### config.mk
export PLATFORM = sky130hd
export DESIGN_NAME = integer_to_text_formatter_core
export DESIGN_NICKNAME = d
export VERILOG_FILES = /design/src/hw/rtl/itf_pkg.sv /design/src/hw/rtl/itf_datapath.sv /design/src/hw/rtl/itf_ctrl.sv /design/src/hw/rtl/integer_to_text_formatter_core.sv
export VERILOG_INCLUDE_DIRS = /design/src /design/src/hw/rtl
export SDC_FILE = /design/constraint.sdc
export NUM_CORES = 1
export LEC_CHECK = 0
export BUFFER_PORTS_ARGS = -buffer_cell sky130_fd_sc_hd__buf_2
export CORE_MARGIN = 2
export CORE_UTILIZATION = 50
export CTS_CLUSTER_SIZE = 10
export DETAILED_ROUTE_END_ITERATION = 16
export PLACE_DENSITY_LB_ADDON = 0.1
export SETUP_SLACK_MARGIN = 0.15
export SLEW_MARGIN = 20
export SYNTH_ARGS = -nofsm -noshare
export SYNTH_HDL_FRONTEND = slang
export SYNTH_HIERARCHICAL = 1
export SYNTH_SLANG_ARGS = --single-unit
### constraint.sdc
create_clock -name clk_i -period 8.5 [get_ports clk_i]
set_clock_uncertainty 0.2 [all_clocks]
set_input_delay 0.425 -clock clk_i [delete_from_list [all_inputs] [get_ports clk_i]]
set_output_delay 0.425 -clock clk_i [all_outputs]
set_load 0.01 [all_outputs]
### src/hw/rtl/integer_to_text_formatter_core_defines.svh
// assertion macros shared by the text formatter rtl
// no dependencies; expects clk_i and rst_ni in the using module
`ifndef INTEGER_TO_TEXT_FORMATTER_CORE_DEFINES_SVH
`define INTEGER_TO_TEXT_FORMATTER_CORE_DEFINES_SVH

`ifndef SYNTH

`define ITF_ASSERT_IMPL(lbl, ante, cons, msg) \
  lbl: assert property (@(posedge clk_i) disable iff (!rst_ni) (ante) |-> (cons)) \
    else $error(msg);

`define ITF_ASSERT_NEXT(lbl, ante, cons, msg) \
  lbl: assert property (@(posedge clk_i) disable iff (!rst_ni) (ante) |=> (cons)) \
    else $error(msg);

`else

`define ITF_ASSERT_IMPL(lbl, ante, cons, msg)

`define ITF_ASSERT_NEXT(lbl, ante, cons, msg)

`endif

`endif

### src/hw/rtl/itf_pkg.sv
// types, constants and helpers for the integer to text formatter
// used by itf_ctrl, itf_datapath and the top level
`default_nettype none

package itf_pkg;

  localparam int unsigned ValueW     = 64;
  localparam int unsigned MaxChars   = 64;
  localparam int unsigned PrecMax    = MaxChars - 3;
  localparam int unsigned WidthW     = 7;
  localparam int unsigned PrecW      = 6;
  localparam int unsigned CountW     = $clog2(MaxChars + 1);
  localparam int unsigned DigitCount = 22;
  localparam int unsigned DigitIdxW  = $clog2(DigitCount);
  localparam int unsigned LenW       = $clog2(DigitCount + 1);

  localparam logic [1:0] SizeInt   = 2'd0;
  localparam logic [1:0] SizeShort = 2'd1;

  localparam logic [1:0] RadixDec = 2'd0;
  localparam logic [1:0] RadixOct = 2'd1;
  localparam logic [1:0] RadixHex = 2'd2;

  localparam logic [7:0] CharMinus = 8'h2d;
  localparam logic [7:0] CharSpace = 8'h20;
  localparam logic [7:0] CharZero  = 8'h30;
  localparam logic [7:0] CharX     = 8'h78;

  typedef enum logic [2:0] {
    SegPad   = 3'd0,
    SegSign  = 3'd1,
    SegPfx0  = 3'd2,
    SegPfxX  = 3'd3,
    SegZero  = 3'd4,
    SegDigit = 3'd5
  } seg_e;

  typedef struct packed {
    logic load;
    logic conv_step;
    logic len_calc;
    logic plan;
    logic emit;
    seg_e seg;
    logic last;
  } cmd_t;

  typedef struct packed {
    logic out_free;
    logic conv_done;
    logic has_lpad;
    logic has_sign;
    logic has_pfx0;
    logic has_pfxx;
    logic has_zero;
    logic has_tpad;
    logic pcnt_one;
    logic zcnt_one;
    logic didx_zero;
  } sts_t;

  // digit set 0-9 then lower-case letters
  function automatic logic [7:0] digit_char(input logic [3:0] nib);
    logic [7:0] c;
    if (nib < 4'd10) begin
      c = CharZero + {4'b0, nib};
    end else begin
      c = 8'h57 + {4'b0, nib};
    end
    return c;
  endfunction

endpackage

`default_nettype wire

### src/hw/rtl/itf_datapath.sv
// datapath of the text formatter: operand load, bcd conversion,
// length and pad planning, character select and output register; uses itf_pkg
`default_nettype none

module itf_datapath (
  input  wire logic                          clk_i,
  input  wire logic                          rst_ni,
  input  wire itf_pkg::cmd_t                 cmd_i,
  output itf_pkg::sts_t                      sts_o,
  input  wire logic [itf_pkg::ValueW-1:0]    value_i,
  input  wire logic [1:0]                    size_mode_i,
  input  wire logic                          is_unsigned_i,
  input  wire logic [1:0]                    radix_select_i,
  input  wire logic                          alt_form_i,
  input  wire logic                          left_justify_i,
  input  wire logic                          zero_pad_i,
  input  wire logic [itf_pkg::WidthW-1:0]    width_i,
  input  wire logic [itf_pkg::PrecW-1:0]     precision_i,
  output logic                               out_valid_o,
  input  wire logic                          out_stall_i,
  output logic [7:0]                         char_code_o,
  output logic                               last_char_o
);

  `include "integer_to_text_formatter_core_defines.svh"

  localparam int unsigned Vw = itf_pkg::ValueW;
  localparam int unsigned Nd = itf_pkg::DigitCount;
  localparam int unsigned Cw = itf_pkg::CountW;
  localparam int unsigned Lw = itf_pkg::LenW;
  localparam int unsigned Iw = itf_pkg::DigitIdxW;

  logic            left_q, zpad_q, alt_q, neg_q;
  logic [1:0]      rsel_q;
  logic [itf_pkg::WidthW-1:0] wid_q;
  logic [itf_pkg::PrecW-1:0]  prec_q;
  logic [Vw-1:0]   sh_q, sh_d;
  logic [Cw-1:0]   conv_q, conv_d;
  logic [3:0]      dig_q [Nd];
  logic [3:0]      dig_d [Nd];
  logic [3:0]      adj   [Nd];
  logic [Lw-1:0]   len_q, len_calc;
  logic [Cw-1:0]   pcnt_q, zcnt_q, pcnt_d, zcnt_d;
  logic [Iw-1:0]   didx_q;
  logic            out_valid_q, last_q;
  logic [7:0]      char_q, char_d;

  logic [Vw-1:0]   x_val, mask, neg_val, u_val, aligned;
  logic [Vw+1:0]   u_ext;
  logic            sbit, neg_d;
  logic [Cw-1:0]   bits;
  logic            pfx0, pfxx, out_free;
  logic [Cw-1:0]   prec7, len7, pre7, zer7, total7, pad7;

  // operand cut, sign and magnitude
  always_comb begin
    unique case (size_mode_i)
      itf_pkg::SizeShort: begin
        mask    = {{(Vw-16){1'b0}}, {16{1'b1}}};
        sbit    = value_i[15];
        bits    = Cw'(16);
        aligned = '0;
      end
      itf_pkg::SizeInt: begin
        mask    = {{(Vw-32){1'b0}}, {32{1'b1}}};
        sbit    = value_i[31];
        bits    = Cw'(32);
        aligned = '0;
      end
      default: begin
        mask    = '1;
        sbit    = value_i[Vw-1];
        bits    = Cw'(Vw);
        aligned = '0;
      end
    endcase
    x_val   = value_i & mask;
    neg_d   = !is_unsigned_i && sbit;
    neg_val = (~x_val + {{(Vw-1){1'b0}}, 1'b1}) & mask;
    u_val   = neg_d ? neg_val : x_val;
    u_ext   = {2'b00, u_val};
    unique case (size_mode_i)
      itf_pkg::SizeShort: aligned = u_val << (Vw - 16);
      itf_pkg::SizeInt:   aligned = u_val << (Vw - 32);
      default:            aligned = u_val;
    endcase
  end

  // bcd add-3 correction
  always_comb begin
    for (int i = 0; i < Nd; i++) begin
      adj[i] = (dig_q[i] >= 4'd5) ? dig_q[i] + 4'd3 : dig_q[i];
    end
  end

  always_comb begin
    sh_d   = sh_q;
    conv_d = conv_q;
    for (int i = 0; i < Nd; i++) begin
      dig_d[i] = dig_q[i];
    end
    if (cmd_i.load) begin
      sh_d = aligned;
      if (radix_select_i == itf_pkg::RadixOct) begin
        conv_d = '0;
        for (int i = 0; i < Nd; i++) begin
          dig_d[i] = {1'b0, u_ext[3*i +: 3]};
        end
      end else if (radix_select_i == itf_pkg::RadixHex) begin
        conv_d = '0;
        for (int i = 0; i < Nd; i++) begin
          dig_d[i] = 4'd0;
        end
        for (int i = 0; i < Vw / 4; i++) begin
          dig_d[i] = u_val[4*i +: 4];
        end
      end else begin
        conv_d = bits;
        for (int i = 0; i < Nd; i++) begin
          dig_d[i] = 4'd0;
        end
      end
    end else if (cmd_i.conv_step) begin
      sh_d     = {sh_q[Vw-2:0], 1'b0};
      conv_d   = conv_q - Cw'(1);
      dig_d[0] = {adj[0][2:0], sh_q[Vw-1]};
      for (int i = 1; i < Nd; i++) begin
        dig_d[i] = {adj[i][2:0], adj[i-1][3]};
      end
    end
  end

  // significant digit count, at least one
  always_comb begin
    len_calc = Lw'(1);
    for (int i = 0; i < Nd; i++) begin
      if (dig_q[i] != 4'd0) begin
        len_calc = Lw'(i + 1);
      end
    end
  end

  assign pfx0 = alt_q && (rsel_q == itf_pkg::RadixOct || rsel_q == itf_pkg::RadixHex);
  assign pfxx = alt_q && (rsel_q == itf_pkg::RadixHex);

  // pad and precision planning
  always_comb begin
    prec7  = Cw'(prec_q);
    len7   = Cw'(len_q);
    pre7   = Cw'(neg_q) + Cw'(pfx0) + Cw'(pfxx);
    zer7   = (prec7 > len7) ? prec7 - len7 : '0;
    total7 = pre7 + zer7 + len7;
    pad7   = (wid_q > total7) ? wid_q - total7 : '0;
    if (pad7 != '0 && zpad_q && !left_q) begin
      zcnt_d = zer7 + pad7;
      pcnt_d = '0;
    end else begin
      zcnt_d = zer7;
      pcnt_d = pad7;
    end
  end

  always_comb begin
    unique case (cmd_i.seg)
      itf_pkg::SegPad:   char_d = zpad_q ? itf_pkg::CharZero : itf_pkg::CharSpace;
      itf_pkg::SegSign:  char_d = itf_pkg::CharMinus;
      itf_pkg::SegPfx0:  char_d = itf_pkg::CharZero;
      itf_pkg::SegPfxX:  char_d = itf_pkg::CharX;
      itf_pkg::SegZero:  char_d = itf_pkg::CharZero;
      itf_pkg::SegDigit: char_d = itf_pkg::digit_char(dig_q[didx_q]);
      default:           char_d = itf_pkg::CharSpace;
    endcase
  end

  // operand and work registers
  always_ff @(posedge clk_i) begin
    sh_q <= sh_d;
    for (int i = 0; i < Nd; i++) begin
      dig_q[i] <= dig_d[i];
    end
    if (cmd_i.load) begin
      left_q <= left_justify_i;
      zpad_q <= zero_pad_i;
      alt_q  <= alt_form_i;
      rsel_q <= radix_select_i;
      neg_q  <= neg_d;
      wid_q  <= (width_i > itf_pkg::WidthW'(itf_pkg::MaxChars)) ?
                itf_pkg::WidthW'(itf_pkg::MaxChars) : width_i;
      prec_q <= (precision_i > itf_pkg::PrecW'(itf_pkg::PrecMax)) ?
                itf_pkg::PrecW'(itf_pkg::PrecMax) : precision_i;
    end
    if (cmd_i.len_calc) begin
      len_q  <= len_calc;
      didx_q <= Iw'(len_calc - Lw'(1));
    end
    if (cmd_i.plan) begin
      pcnt_q <= pcnt_d;
      zcnt_q <= zcnt_d;
    end
    if (cmd_i.emit) begin
      unique case (cmd_i.seg)
        itf_pkg::SegPad:   pcnt_q <= pcnt_q - Cw'(1);
        itf_pkg::SegZero:  zcnt_q <= zcnt_q - Cw'(1);
        itf_pkg::SegDigit: didx_q <= didx_q - Iw'(1);
        default: begin
        end
      endcase
      char_q <= char_d;
      last_q <= cmd_i.last;
    end
  end

  always_ff @(posedge clk_i or negedge rst_ni) begin
    if (!rst_ni) begin
      conv_q      <= '0;
      out_valid_q <= 1'b0;
    end else begin
      conv_q <= conv_d;
      if (cmd_i.emit) begin
        out_valid_q <= 1'b1;
      end else if (!out_stall_i) begin
        out_valid_q <= 1'b0;
      end
    end
  end

  assign out_free = !out_valid_q || !out_stall_i;

  always_comb begin
    sts_o.out_free  = out_free;
    sts_o.conv_done = (conv_q == '0);
    sts_o.has_lpad  = !left_q && (pcnt_q != '0);
    sts_o.has_sign  = neg_q;
    sts_o.has_pfx0  = pfx0;
    sts_o.has_pfxx  = pfxx;
    sts_o.has_zero  = (zcnt_q != '0);
    sts_o.has_tpad  = left_q && (pcnt_q != '0);
    sts_o.pcnt_one  = (pcnt_q == Cw'(1));
    sts_o.zcnt_one  = (zcnt_q == Cw'(1));
    sts_o.didx_zero = (didx_q == '0);
  end

  assign out_valid_o = out_valid_q;
  assign char_code_o = char_q;
  assign last_char_o = last_q;

  `ITF_ASSERT_IMPL(a_digit_in_range, cmd_i.emit && cmd_i.seg == itf_pkg::SegDigit,
    Lw'(didx_q) < len_q, "digit index beyond digit count")
  `ITF_ASSERT_IMPL(a_len_nonzero, cmd_i.plan, len_q != '0, "planning with zero length")

endmodule

`default_nettype wire

### src/hw/rtl/itf_ctrl.sv
// controller state machine of the text formatter
// walks load, conversion, planning and the character segments; uses itf_pkg
`default_nettype none

module itf_ctrl (
  input  wire logic          clk_i,
  input  wire logic          rst_ni,
  input  wire logic          in_valid_i,
  output logic               in_stall_o,
  input  wire itf_pkg::sts_t sts_i,
  output itf_pkg::cmd_t      cmd_o
);

  `include "integer_to_text_formatter_core_defines.svh"

  typedef enum logic [11:0] {
    StIdle  = 12'b0000_0000_0001,
    StConv  = 12'b0000_0000_0010,
    StLen   = 12'b0000_0000_0100,
    StPlan  = 12'b0000_0000_1000,
    StDisp  = 12'b0000_0001_0000,
    StLpad  = 12'b0000_0010_0000,
    StSign  = 12'b0000_0100_0000,
    StPfx0  = 12'b0000_1000_0000,
    StPfxX  = 12'b0001_0000_0000,
    StZero  = 12'b0010_0000_0000,
    StDigit = 12'b0100_0000_0000,
    StTpad  = 12'b1000_0000_0000
  } state_e;

  state_e state_q, state_d;

  function automatic state_e after_pfx(input itf_pkg::sts_t s);
    return s.has_zero ? StZero : StDigit;
  endfunction

  function automatic state_e after_sign(input itf_pkg::sts_t s);
    return s.has_pfx0 ? StPfx0 : after_pfx(s);
  endfunction

  function automatic state_e after_pad(input itf_pkg::sts_t s);
    return s.has_sign ? StSign : after_sign(s);
  endfunction

  always_comb begin
    state_d       = state_q;
    cmd_o         = '0;
    cmd_o.seg     = itf_pkg::SegPad;
    in_stall_o    = 1'b1;
    unique case (state_q)
      StIdle: begin
        in_stall_o = 1'b0;
        if (in_valid_i) begin
          cmd_o.load = 1'b1;
          state_d    = StConv;
        end
      end
      StConv: begin
        if (sts_i.conv_done) begin
          state_d = StLen;
        end else begin
          cmd_o.conv_step = 1'b1;
        end
      end
      StLen: begin
        cmd_o.len_calc = 1'b1;
        state_d        = StPlan;
      end
      StPlan: begin
        cmd_o.plan = 1'b1;
        state_d    = StDisp;
      end
      StDisp: begin
        state_d = sts_i.has_lpad ? StLpad : after_pad(sts_i);
      end
      StLpad: begin
        cmd_o.seg = itf_pkg::SegPad;
        if (sts_i.out_free) begin
          cmd_o.emit = 1'b1;
          if (sts_i.pcnt_one) begin
            state_d = after_pad(sts_i);
          end
        end
      end
      StSign: begin
        cmd_o.seg = itf_pkg::SegSign;
        if (sts_i.out_free) begin
          cmd_o.emit = 1'b1;
          state_d    = after_sign(sts_i);
        end
      end
      StPfx0: begin
        cmd_o.seg = itf_pkg::SegPfx0;
        if (sts_i.out_free) begin
          cmd_o.emit = 1'b1;
          state_d    = sts_i.has_pfxx ? StPfxX : after_pfx(sts_i);
        end
      end
      StPfxX: begin
        cmd_o.seg = itf_pkg::SegPfxX;
        if (sts_i.out_free) begin
          cmd_o.emit = 1'b1;
          state_d    = after_pfx(sts_i);
        end
      end
      StZero: begin
        cmd_o.seg = itf_pkg::SegZero;
        if (sts_i.out_free) begin
          cmd_o.emit = 1'b1;
          if (sts_i.zcnt_one) begin
            state_d = StDigit;
          end
        end
      end
      StDigit: begin
        cmd_o.seg = itf_pkg::SegDigit;
        if (sts_i.out_free) begin
          cmd_o.emit = 1'b1;
          if (sts_i.didx_zero) begin
            cmd_o.last = !sts_i.has_tpad;
            state_d    = sts_i.has_tpad ? StTpad : StIdle;
          end
        end
      end
      StTpad: begin
        cmd_o.seg = itf_pkg::SegPad;
        if (sts_i.out_free) begin
          cmd_o.emit = 1'b1;
          if (sts_i.pcnt_one) begin
            cmd_o.last = 1'b1;
            state_d    = StIdle;
          end
        end
      end
      default: begin
        state_d = StIdle;
      end
    endcase
  end

  always_ff @(posedge clk_i or negedge rst_ni) begin
    if (!rst_ni) begin
      state_q <= StIdle;
    end else begin
      state_q <= state_d;
    end
  end

  `ITF_ASSERT_IMPL(a_emit_into_free, cmd_o.emit, sts_i.out_free,
    "character issued while output register is held")
  `ITF_ASSERT_NEXT(a_last_to_idle, cmd_o.emit && cmd_o.last, state_q == StIdle,
    "final character did not return to idle")

endmodule

`default_nettype wire

### src/hw/rtl/integer_to_text_formatter_core.sv
// top level of the integer to text formatter
// joins itf_ctrl and itf_datapath; uses itf_pkg
//
//   channel  direction  handshake                 payload
//   in       input      in_valid_i / in_stall_o   value .. precision, one number
//   out      output     out_valid_o / out_stall_i char_code, last_char, one character
//
// a number is loaded, then for decimal its 16, 32 or 64 bits are shifted through the bcd
// converter (no shifting for octal or hex); then come the conversion check, digit count,
// pad planning and segment select, then one character per cycle while the output does not
// stall, at most 64 characters.
// reset clears the controller, the conversion counter and the output valid; there is nothing to clear else.
// a stall on the output holds the character register and pauses the sequencer;
// the input is stalled from acceptance until the final character is issued.
`default_nettype none

module integer_to_text_formatter_core (
  input  wire logic                          clk_i,
  input  wire logic                          rst_ni,
  input  wire logic                          in_valid_i,
  output logic                               in_stall_o,
  input  wire logic [itf_pkg::ValueW-1:0]    value_i,
  input  wire logic [1:0]                    size_mode_i,
  input  wire logic                          is_unsigned_i,
  input  wire logic [1:0]                    radix_select_i,
  input  wire logic                          alt_form_i,
  input  wire logic                          left_justify_i,
  input  wire logic                          zero_pad_i,
  input  wire logic [itf_pkg::WidthW-1:0]    width_i,
  input  wire logic [itf_pkg::PrecW-1:0]     precision_i,
  output logic                               out_valid_o,
  input  wire logic                          out_stall_i,
  output logic [7:0]                         char_code_o,
  output logic                               last_char_o
);

  itf_pkg::cmd_t cmd;
  itf_pkg::sts_t sts;

  itf_ctrl u_ctrl (
    .clk_i      (clk_i),
    .rst_ni     (rst_ni),
    .in_valid_i (in_valid_i),
    .in_stall_o (in_stall_o),
    .sts_i      (sts),
    .cmd_o      (cmd)
  );

  itf_datapath u_datapath (
    .clk_i          (clk_i),
    .rst_ni         (rst_ni),
    .cmd_i          (cmd),
    .sts_o          (sts),
    .value_i        (value_i),
    .size_mode_i    (size_mode_i),
    .is_unsigned_i  (is_unsigned_i),
    .radix_select_i (radix_select_i),
    .alt_form_i     (alt_form_i),
    .left_justify_i (left_justify_i),
    .zero_pad_i     (zero_pad_i),
    .width_i        (width_i),
    .precision_i    (precision_i),
    .out_valid_o    (out_valid_o),
    .out_stall_i    (out_stall_i),
    .char_code_o    (char_code_o),
    .last_char_o    (last_char_o)
  );

endmodule

`default_nettype wire
* Word level (Yosys, flattened, before mapping)
Memory sizes are Yosys's and may differ from the RTL's. A register that Yosys moved wholly into a read port is not among the register bits. Cells that the tools add are included.
Word-level totals: memories kept 1, logic and storage cells 279, flip-flop bits (word level) 136, RAM bits 88, output and inout port bits 11, input bits 89
Memories:
- u_datapath.dig_q | depth 22, width 4, rd ports 23, clocked after memory_dff 1, wr ports 22, line itf_datapath.sv:39 | logic [3:0] dig_q [Nd];
Operators by class: $lt $le $gt $ge 27, bitwise operators 3, equality and inequality tests 38, add/subtract/negate cells 37, reductions and logical operators 46, mux-type cells 110
Operators with widths (number):
- $mux 88 | 4
- $pmux 64 s2 | 2
- $mux 12 | 17
- $mux 64 | 3
- $pmux 12 s12 | 1
- $and 64x64->64 | 2
- $mux 4 | 29
- $mux 7 | 14
- $ge 4x3->1 const B | 22
- $add 4x2->4 const B | 21
- $reduce_bool 4->1 | 21
- $add 64x1->64 const B | 1
- $not 64->64 | 1
- $mux 5 | 11
- $pmux 8 s5 | 1
- $pmux 4 s6 | 1
- $mux 11 | 2
- $reduce_bool 7->1 | 3
- $sub 7x1->7 const B | 3
- $ne 2x1->1 const B | 8
- $mux 3 | 5
- $add 7x7->7 | 2
- $eq 7x1->1 const B | 2
- $mux 1 | 14
- other kinds (46) | 71

* Depth between registers and ports, before layout
Gate-level depths: netlist (run 1). An unclocked memory read counts as a cell.
depth after elaboration 27, gate-level depth with buffers 29, mapped depth without buffers 28

* By module
Netlist (run 1), hierarchy kept.
Modules (own cells, without submodules):
- itf_datapath | cells an instance 1650, area an instance 15610.0 um2, instances 1
- itf_ctrl | cells an instance 126, area an instance 1063.5 um2, instances 1

* Worst setup path before layout (run 1)
OpenSTA, ideal clock, no wires.
path type flip-flop to flip-flop, start register u_datapath/prec_q[1] (netlist bit), end register u_datapath.zcnt_q[6], stages on the path, launching flop included 28, arrival 5.740 ns, required time 8.169 ns, buffers on the path 1, slack 2.429 ns, cells stage by stage edfxtp_1 > ha_1 > nor2b_1 > o31a_1 > o21ai_1 > nor2_1 > ha_1 > inv_1 > fa_1 > nor2b_1 > o21ai_0 > nand2b_1 > a21o_1 > a21oi_1 > xnor2_1 > ha_1 > or4_1 > o22ai_1 > a41o_1 > buf_2 > nor2b_1 > ha_1 > nand2_1 > or4_1 > a31oi_1 > nor4_1 > a2111oi_0 > nand2_1
Between the ends: longest elaborated chain between the ends 13, elaborated cells on any way between the ends 16
RTL lines:
- start, declared | line itf_datapath.sv:36 | logic [itf_pkg::PrecW-1:0] prec_q;
- start signal, assigned | line itf_datapath.sv:189 | prec_q <= (precision_i > itf_pkg::PrecW'(itf_pkg::PrecMax)) ?
- $sub 6x5->7 or $gt 6x5->1 (tied branches) | line itf_datapath.sv:151 | zer7 = (prec7 > len7) ? prec7 - len7 : '0;
- $mux 7 (*) | line itf_datapath.sv:151
- parallel branches: the longest is 7 deep, another holds $add 7x7->7
- $mux 7 (*) | line itf_datapath.sv:154 | if (pad7 != '0 && zpad_q && !left_q) begin
- $mux 7 (*) | line itf_datapath.sv:196 | if (cmd_i.plan) begin
- $mux 7 | line itf_datapath.sv:201 | unique case (cmd_i.seg)
- $mux 7 (*) | line itf_datapath.sv:200 | if (cmd_i.emit) begin
- end signal, assigned | line itf_datapath.sv:198 | zcnt_q <= zcnt_d;
- end signal, assigned | line itf_datapath.sv:203 | itf_pkg::SegZero: zcnt_q <= zcnt_q - Cw'(1);
- end, declared | line itf_datapath.sv:43 | logic [Cw-1:0] pcnt_q, zcnt_q, pcnt_d, zcnt_d;
Every way passes the cells marked *. A chain may end at the register's enable or synchronous reset.

* Worst setup path after layout (run 1)
start register u_datapath.len_q[1], end register u_datapath.zcnt_q[6]
Between the ends: longest elaborated chain between the ends 13, elaborated cells on any way between the ends 16
RTL lines:
- start, declared | line itf_datapath.sv:42 | logic [Lw-1:0] len_q, len_calc;
- start signal, assigned | line itf_datapath.sv:193 | len_q <= len_calc;
- parallel branches: the longest is 9 deep, another holds $sub 6x5->7
- $mux 7 (*) | line itf_datapath.sv:154
- $mux 7 (*) | line itf_datapath.sv:196
- $mux 7 | line itf_datapath.sv:201
- $mux 7 (*) | line itf_datapath.sv:200
Marked as above.

==> results of run 1 <==
logic make-up after synthesis:
group,after synthesis,synth area share
AND/OR/NAND/NOR,575,0.182
flip-flops,223,0.379
AO/OA/AOI/OAI,528,0.208
multiplexers,53,0.0510
XOR/XNOR,118,0.0629
adder cells (fa/ha/maj),90,0.0701
buffers and inverters,187,0.0457
other,2,0.000450
power by group:
| part | internal [uW] | total (uW) | switching [uW] |
|---|---|---|---|
| logic | 1490 | 3690 | 2200 |
| clock network | 701 | 1160 | 461 |
| registers | 1820 | 2240 | 417 |
| total | 4010 | 7090 | 3080 |
cell usage in the layout, fill, tap and decap left out, drive strengths merged, types with 27 or more instances in the layout:
master | netlist | layout
nor3 | 34 | 34
ha | 83 | 83
o221ai | 46 | 46
nor2 | 148 | 148
xnor2 | 77 | 77
nand2b | 41 | 41
buf | 29 | 113
nand3 | 31 | 31
o2bb2ai | 29 | 29
o22ai | 36 | 36
edfxtp | 176 | 176
nand2 | 139 | 139
inv | 89 | 89
o21ai | 126 | 126
xor2 | 41 | 41
nor3b | 51 | 51
a21oi | 146 | 146
clkbuf | 67 | 44
dfxtp | 27 | 27
final cells by class:
type                    instances  area (um2)
clock inverters                 3        38.8
inverters                      91         342
repair buffers                132         793
fillers                      2965       14200
multi-input cells            1366        9600
well taps                     442         553
flip-flops and latches        223        6330
clock buffers                  44         843
routing by layer:
| layer | wire length [um] | part of all wire |
|---|---|---|
| met5 | 0 | 0 |
| met1 | 21300 | 0.42 |
| met3 | 3740 | 0.074 |
| met2 | 23200 | 0.46 |
| met4 | 2140 | 0.043 |
worst max-delay path: cells and delay by family, from the launching register on:
kind | cells | cell delay (ps)
compound gates | 9 | 2340
xor+xnor | 1 | 130
fa+ha+maj | 5 | 1660
simple gates | 10 | 1940
buf+inv | 2 | 190
flops | 1 | 420
stage by stage:
| stage | power, uW | setup WS [ps] | util |
|---|---|---|---|
| floorplan | 4900 | 2430 | - |
| global placement | 5770 | 1820 | 0.533 |
| detailed placement | 5860 | 1590 | 0.533 |
| CTS | 7050 | 1580 | 0.566 |
| global route | 7590 | 1010 | 0.566 |
| finish | 7090 | 1480 | 0.566 |
sequential cells by signal, summed over array words and instances (netlist names), 2 cells and up:
register,flops
u_ctrl/state_q,12
u_datapath/char_code_o,7
u_datapath/conv_q,7
u_datapath/didx_q,5
u_datapath/dig_q,88
u_datapath/len_q,5
u_datapath/pcnt_q,7
u_datapath/prec_q,6
u_datapath/rsel_q,2
u_datapath/sh_q,64
u_datapath/wid_q,7
u_datapath/zcnt_q,7
worst max-delay path by stage:
| stage | startpoint | slack [ps] | to | depth (start not counted) |
|---|---|---|---|---|
| 6_report | u_datapath/len_q[1] | 1480 | u_datapath/zcnt_q[6] | 27 |
| 5_1_grt | u_datapath/len_q[1] | 1010 | u_datapath/zcnt_q[6] | 27 |
| 4_1_cts | u_datapath/len_q[1] | 1580 | u_datapath/zcnt_q[6] | 27 |
| 3_5_place_dp | u_datapath/len_q[1] | 1590 | u_datapath/zcnt_q[6] | 27 |
| 3_3_place_gp | u_datapath/len_q[1] | 1820 | u_datapath/zcnt_q[6] | 27 |
| 2_1_floorplan | u_datapath/prec_q[1] | 2430 | u_datapath/zcnt_q[6] | 27 |
==> metrics.md, run 1 <==
| Metric | Value |
|---|---|
| Hold_ws | `16.8 ps` |
| Kind of start point of the critical path | `flip-flop` |
| Slowest stage delay, CP | `550 ps` |
| Antenna violations before repair | `0` |
| IO buf count | `98` |
| H-tree depth | `1` |
| Met3 Track Usage GR | `0.0376` |
| CTS Buf Count | `28` |
| Maximum number of pins on one net before global-route repair | `62` |
| Static Leak | `0.00687 uW` |
| Max Clk Rate | `143 MHz` |
| Routability Congestion | `0.975` |
| Clock tree buffer depth | `3` |
| Worst setup path class | `flip-flop to flip-flop` |
| CTS resizes | `0` |
| Drt first pass iters | `6` |
| Final max-slew violation count | `0` |
| Share of cells above drive strength 1 | `0.121` |
| Net Count, Synth | `1954` |
| Cells after DPL | `2235` |
| Drt drc | `0` |
| Routing usage on met2 | `0.456` |
| Dominant cell by count in the synthesized netlist | `edfxtp_1` |
| Cell Rows | `66` |
| Syn-to-layout area delta | `10.9%` |
| Crit path time final | `7020 ps` |
| Setup TNS | `0 ps` |
| First-pass GRT wire length | `77800 um` |
| Worst reg2reg startpoint | `u_datapath/len_q[1]` |
| Clk Latency, worst-skew pair | `550 ps` |
| Final hold violations | `0` |
| Via count | `14556` |
| Post-synth top cells | `edfxtp_1, nor2_1, a21oi_1` |
| Io pins | `100` |
| Avg Cell Area, Syn | `9.39 um2` |
| Highest-delay cell along the critical path | `or4_1` |
| Ys flop type | `edfxtp_1` |
| Setup bufs post-CTS | `0` |
| CP arrival | `7230 ps` |
| Design area | `0.0185 mm2` |
| Max Fanout on Critical Path | `9` |
| Worst hold path type | `input pin to flip-flop` |
| Mapped Area | `0.0167 mm2` |
| Period Utilization, post-route | `0.825` |
| Final nets | `2020` |
| Core Region | `0.0327 mm2` |
| DRT iter0 DRCs | `1669` |
| Initial Util | `0.510` |
| Layer with the highest usage | `met2` |
| Post-synth ARST share | `0.0897` |
| Vias in the first global route | `13793` |
| Synth top area cells | `edfxtp_1, ha_1, a21oi_1` |
| Hold Crit Start | `precision_i[0]` |
| Worst slew margin | `0.207` |
| Post-synth top area cell | `edfxtp_1` |
| Die ar. | `0.0348 mm2` |
| Synth top area share | `0.317` |
| Hold depth | `2` |
| Number of max-cap violations | `0` |
| RSZ-0062 raised after global routing | `false` |
| FF-to-FF setup slack | `1480 ps` |
| Maximum vdd drop | `0.187 mV` |
| Post-DP Area | `0.0174 mm2` |
| Crit-path most repeated cell | `ha_1` |
| CTS root buffer | `clkbuf_16` |
| Status | `completed` |
| Critical path required time | `8720 ps` |
| TritonCTS Sinks | `223` |
| Die Height | `187 um` |
| Register bit total from synthesis | `223` |
| Met1 usage | `0.381` |
| Reg2reg path depth | `27` |
| Final setup viols | `0` |
| Pwr dens | `383 mW/mm2` |
| Hold-fix buffers at CTS | `19` |
| Seq/Total Area, Yosys | `0.379` |
| Synth unique cells | `98` |
| CTS tree | `built` |
| EDFF count, synth | `176` |
| Non-filler cells, final | `2301` |
| Gr usage total | `0.280` |
| DRT Wirelength | `50300 um` |
| GRT overflow | `0` |
| Worst slew pin tran | `1180 ps` |
| ANT nets after route | `0` |
| Mapped Cells | `1776` |
| Post-DP HPWL | `35900 um` |
| N_diodes | `0` |
| Vias per inst | `6.33` |
| End of the worst hold path | `u_datapath/prec_q[0]` |
| Die extent in x | `187 um` |
| Worst setup EP type | `flip-flop` |
| Syn. warnings | `6` |
| Worst-path clk slew | `50 ps` |
| WL per Instance | `21.9 um` |
| Reg-to-reg endpoint | `u_datapath/zcnt_q[6]` |
(Power assumes the default switching activity.)
==> run 2: changes to the inputs <==
- ABC_AREA: not set -> 1
- clock period: 8.5 -> 5.7 ns (I/O delays scaled with it)
==> metrics.md, run 2 <==
| Metric | Value |
|---|---|
| Post-synth top cells | `nand2_1, inv_1, o21ai_0 (was edfxtp_1, nor2_1, a21oi_1)` |
| Synth top area cells | `edfxtp_1, nand2_1, o21ai_0 (was edfxtp_1, ha_1, a21oi_1)` |
| Dominant cell by count in the synthesized netlist | `nand2_1 (was edfxtp_1)` |
| Final max-slew violation count | `0 (unchanged)` |
| Power, Total | `9920 uW (was 7090 uW)` |
| CTS Buf Count | `29 (was 28)` |
| FF-to-FF setup slack | `410 ps (was 1480 ps)` |
| Max Fanout on Critical Path | `6 (was 9)` |
| Gr usage total | `0.312 (was 0.280)` |
| Vias per inst | `5.79 (was 6.33)` |
| Die Height | `192 um (was 187 um)` |
| CTS tree | `built (unchanged)` |
| Post-synth top area cell | `edfxtp_1 (unchanged)` |
| Share of cells above drive strength 1 | `0.124 (was 0.121)` |
| Status | `completed (unchanged)` |
| Worst slew pin tran | `1220 ps (was 1180 ps)` |
| Core Region | `0.0347 mm2 (was 0.0327 mm2)` |
| Crit path time final | `5290 ps (was 7020 ps)` |
| Antenna violations before repair | `0 (unchanged)` |
| Largest register by flop count | `u_datapath/dig_q (unchanged)` |
| Vias in the first global route | `16197 (was 13793)` |
| Clk Latency, worst-skew pair | `580 ps (was 550 ps)` |
| Number of max-cap violations | `0 (unchanged)` |
| Mapped Cells | `2406 (was 1776)` |
| Period Utilization, post-route | `0.928 (was 0.825)` |
| Final hold violations | `0 (unchanged)` |
| CP arrival | `5540 ps (was 7230 ps)` |
| Non-filler cells, final | `2971 (was 2301)` |
| Routability Congestion | `0.915 (was 0.975)` |
| Die extent in x | `192 um (was 187 um)` |
| RSZ-0062 raised after global routing | `false (unchanged)` |
| Net Count, Synth | `2584 (was 1954)` |
| First-pass GRT wire length | `89000 um (was 77800 um)` |
| Drt first pass iters | `6 (unchanged)` |
| Kind of start point of the critical path | `flip-flop (unchanged)` |
| EDFF count, synth | `176 (unchanged)` |
| Syn. warnings | `6 (unchanged)` |
| Worst slew margin | `0.178 (was 0.207)` |
| Initial Util | `0.511 (was 0.510)` |
| N_diodes | `0 (unchanged)` |
| H-tree depth | `1 (unchanged)` |
| Final setup viols | `0 (unchanged)` |
| Via count | `17193 (was 14556)` |
| WL per Instance | `19.6 um (was 21.9 um)` |
| Maximum number of pins on one net before global-route repair | `134 (was 62)` |
| GRT overflow | `0 (unchanged)` |
| Avg Cell Area, Syn | `7.37 um2 (was 9.39 um2)` |
| Setup TNS | `0 ps (unchanged)` |
| Static Leak | `0.00849 uW (was 0.00687 uW)` |
| Drt drc | `0 (unchanged)` |
| Final nets | `2677 (was 2020)` |
| Largest regs | `u_datapath/dig_q x88, u_datapath/sh_q x64, u_ctrl/state_q x12 (unchanged)` |
| Cell Rows | `68 (was 66)` |
| Pwr dens | `498 mW/mm2 (was 383 mW/mm2)` |
| Worst reg2reg startpoint | `u_datapath/prec_q[2] (was u_datapath/len_q[1])` |
| Max Clk Rate | `189 MHz (was 143 MHz)` |
| Post-synth ARST share | `0.0897 (unchanged)` |
| Synth top area share | `0.298 (was 0.317)` |
| Syn-to-layout area delta | `12.4% (was 10.9%)` |
| Ys flop type | `edfxtp_1 (unchanged)` |
| Worst setup EP type | `flip-flop (unchanged)` |
| Reg-to-reg endpoint | `u_datapath/zcnt_q[5] (was u_datapath/zcnt_q[6])` |
| Synth unique cells | `69 (was 98)` |
| Maximum vdd drop | `0.394 mV (was 0.187 mV)` |
| CTS root buffer | `clkbuf_16 (unchanged)` |
| Die ar. | `0.0370 mm2 (was 0.0348 mm2)` |
| Commonest non-fill, non-tap cells in the layout | `nand2_1, inv_1, o21ai_0 (was edfxtp_1, nor2_1, a21oi_1)` |
| Seq/Total Area, Yosys | `0.357 (was 0.379)` |
| Max reg flops | `88 (unchanged)` |
| Worst-path clk slew | `60 ps (was 50 ps)` |
| Final design utilization | `0.574 (was 0.566)` |
| DRT iter0 DRCs | `1554 (was 1669)` |
| Worst setup path class | `flip-flop to flip-flop (unchanged)` |
| TritonCTS Sinks | `223 (unchanged)` |
| Highest-delay cell along the critical path | `edfxtp_1 (was or4_1)` |
| Crit-path most repeated cell | `nand2_2 (was ha_1)` |
| Register bit total from synthesis | `223 (unchanged)` |
| DRT Wirelength | `58200 um (was 50300 um)` |
| Slowest stage delay, CP | `440 ps (was 550 ps)` |
| Design area | `0.0199 mm2 (was 0.0185 mm2)` |
| Cells after DPL | `2890 (was 2235)` |
| Io pins | `100 (unchanged)` |
| Worst hold path type | `input pin to async pin (was input pin to flip-flop)` |
| Commonest non-fill, non-tap cell in the layout | `nand2_1 (was edfxtp_1)` |
| Post-DP HPWL | `42300 um (was 35900 um)` |
| Post-DP Area | `0.0186 mm2 (was 0.0174 mm2)` |
| Critical path required time | `5950 ps (was 8720 ps)` |
| Reg2reg path depth | `31 (was 27)` |
| ANT nets after route | `0 (unchanged)` |
| Mapped Area | `0.0177 mm2 (was 0.0167 mm2)` |
| Clock tree buffer depth | `3 (unchanged)` |
| IO buf count | `98 (unchanged)` |
run 2: cell count changes after synthesis, moves of 41 or more:
cell,delta
inv_1,+234
nand2_1,+341
nand2b_1,-41
nand3_1,+87
nor2_1,+77
nor3b_1,-50
o21ai_0,+120
xnor2_1,-48
run 2: critical path, delay by kind of cell, from the launching register on:
| family | cells | cell delay, ps |
|---|---|---|
| xor gates and xnor gates | 1 | 190 |
| adders and majority gates | 5 | 1590 |
| buffers and inverters | 2 | 150 |
| and+or+nand+nor | 13 | 1450 |
| DFF | 1 | 440 |
| AOI/OAI and AO/OA | 10 | 1110 |
run 2: per-stage QoR:
step	setup WS (ps)	hold WS (ps)
2_1_floorplan	654	-211
3_3_place_gp	195	60.2
3_5_place_dp	-40.7	62.9
4_1_cts	151	4.63
5_1_grt	69.5	39.6
6_report	410	1.11
run 2: how the worst max path moves through the flow:
stage | start | to | slack (ps) | depth (start not counted)
final | u_datapath/prec_q[2] | u_datapath/zcnt_q[5] | 410 | 31
after global routing | u_datapath/len_q[2] | u_datapath/zcnt_q[3] | 70 | 31
after CTS | u_datapath/len_q[1] | u_datapath/zcnt_q[5] | 150 | 35
after detailed placement | u_datapath/len_q[2] | u_datapath/zcnt_q[5] | -40 | 35
after global placement | u_datapath/len_q[2] | u_datapath/zcnt_q[6] | 190 | 37
after floorplan | u_datapath/len_q[2] | u_datapath/zcnt_q[6] | 650 | 35
run 2: metal layers:
metal | up-vias | routed length [um] | global-route usage
li1 | 8345 | - | -
met1 | 8033 | 23400 | 0.386
met2 | 675 | 28000 | 0.548
met3 | 140 | 4240 | 0.0429
met4 | 0 | 2540 | 0.123
met5 | - | 0 | 0
run 2: layout make-up:
class | instances | area, um2
sequential | 223 | 6330
multi-input combinational | 1750 | 9880
tap | 455 | 569
fill | 3289 | 14800
inverter | 343 | 1300
clock buffer | 37 | 766
timing repair buffer | 152 | 978
clock inverter | 11 | 115
run 2: report_power, final:
group / leakage [uW] / switching (uW) / internal [uW]
Clock: 0.000433 / 725 / 1030
Combinational: 0.00592 / 3430 / 1780
Sequential: 0.00214 / 387 / 2570
run 2: timing repair:
item | in CTS | in global routing
hold endpoints to repair | 44 | 0
gates resized for setup | 4 | 31
buffers inserted | 1 | 9
hold buffers | 23 | 0
pin swaps | 1 | 10
endpoints found under the setup margin | 4 | 14
run 2: cells by family after synthesis:
family	after synthesis	share of synthesized area
AND/OR/NAND/NOR	990	0.249
AO/OA/AOI/OAI	591	0.195
buffers and inverters	433	0.0955
flip-flops	223	0.357
adder cells (fa/ha/maj)	89	0.0653
XOR/XNOR	78	0.0389
other	2	0.000423
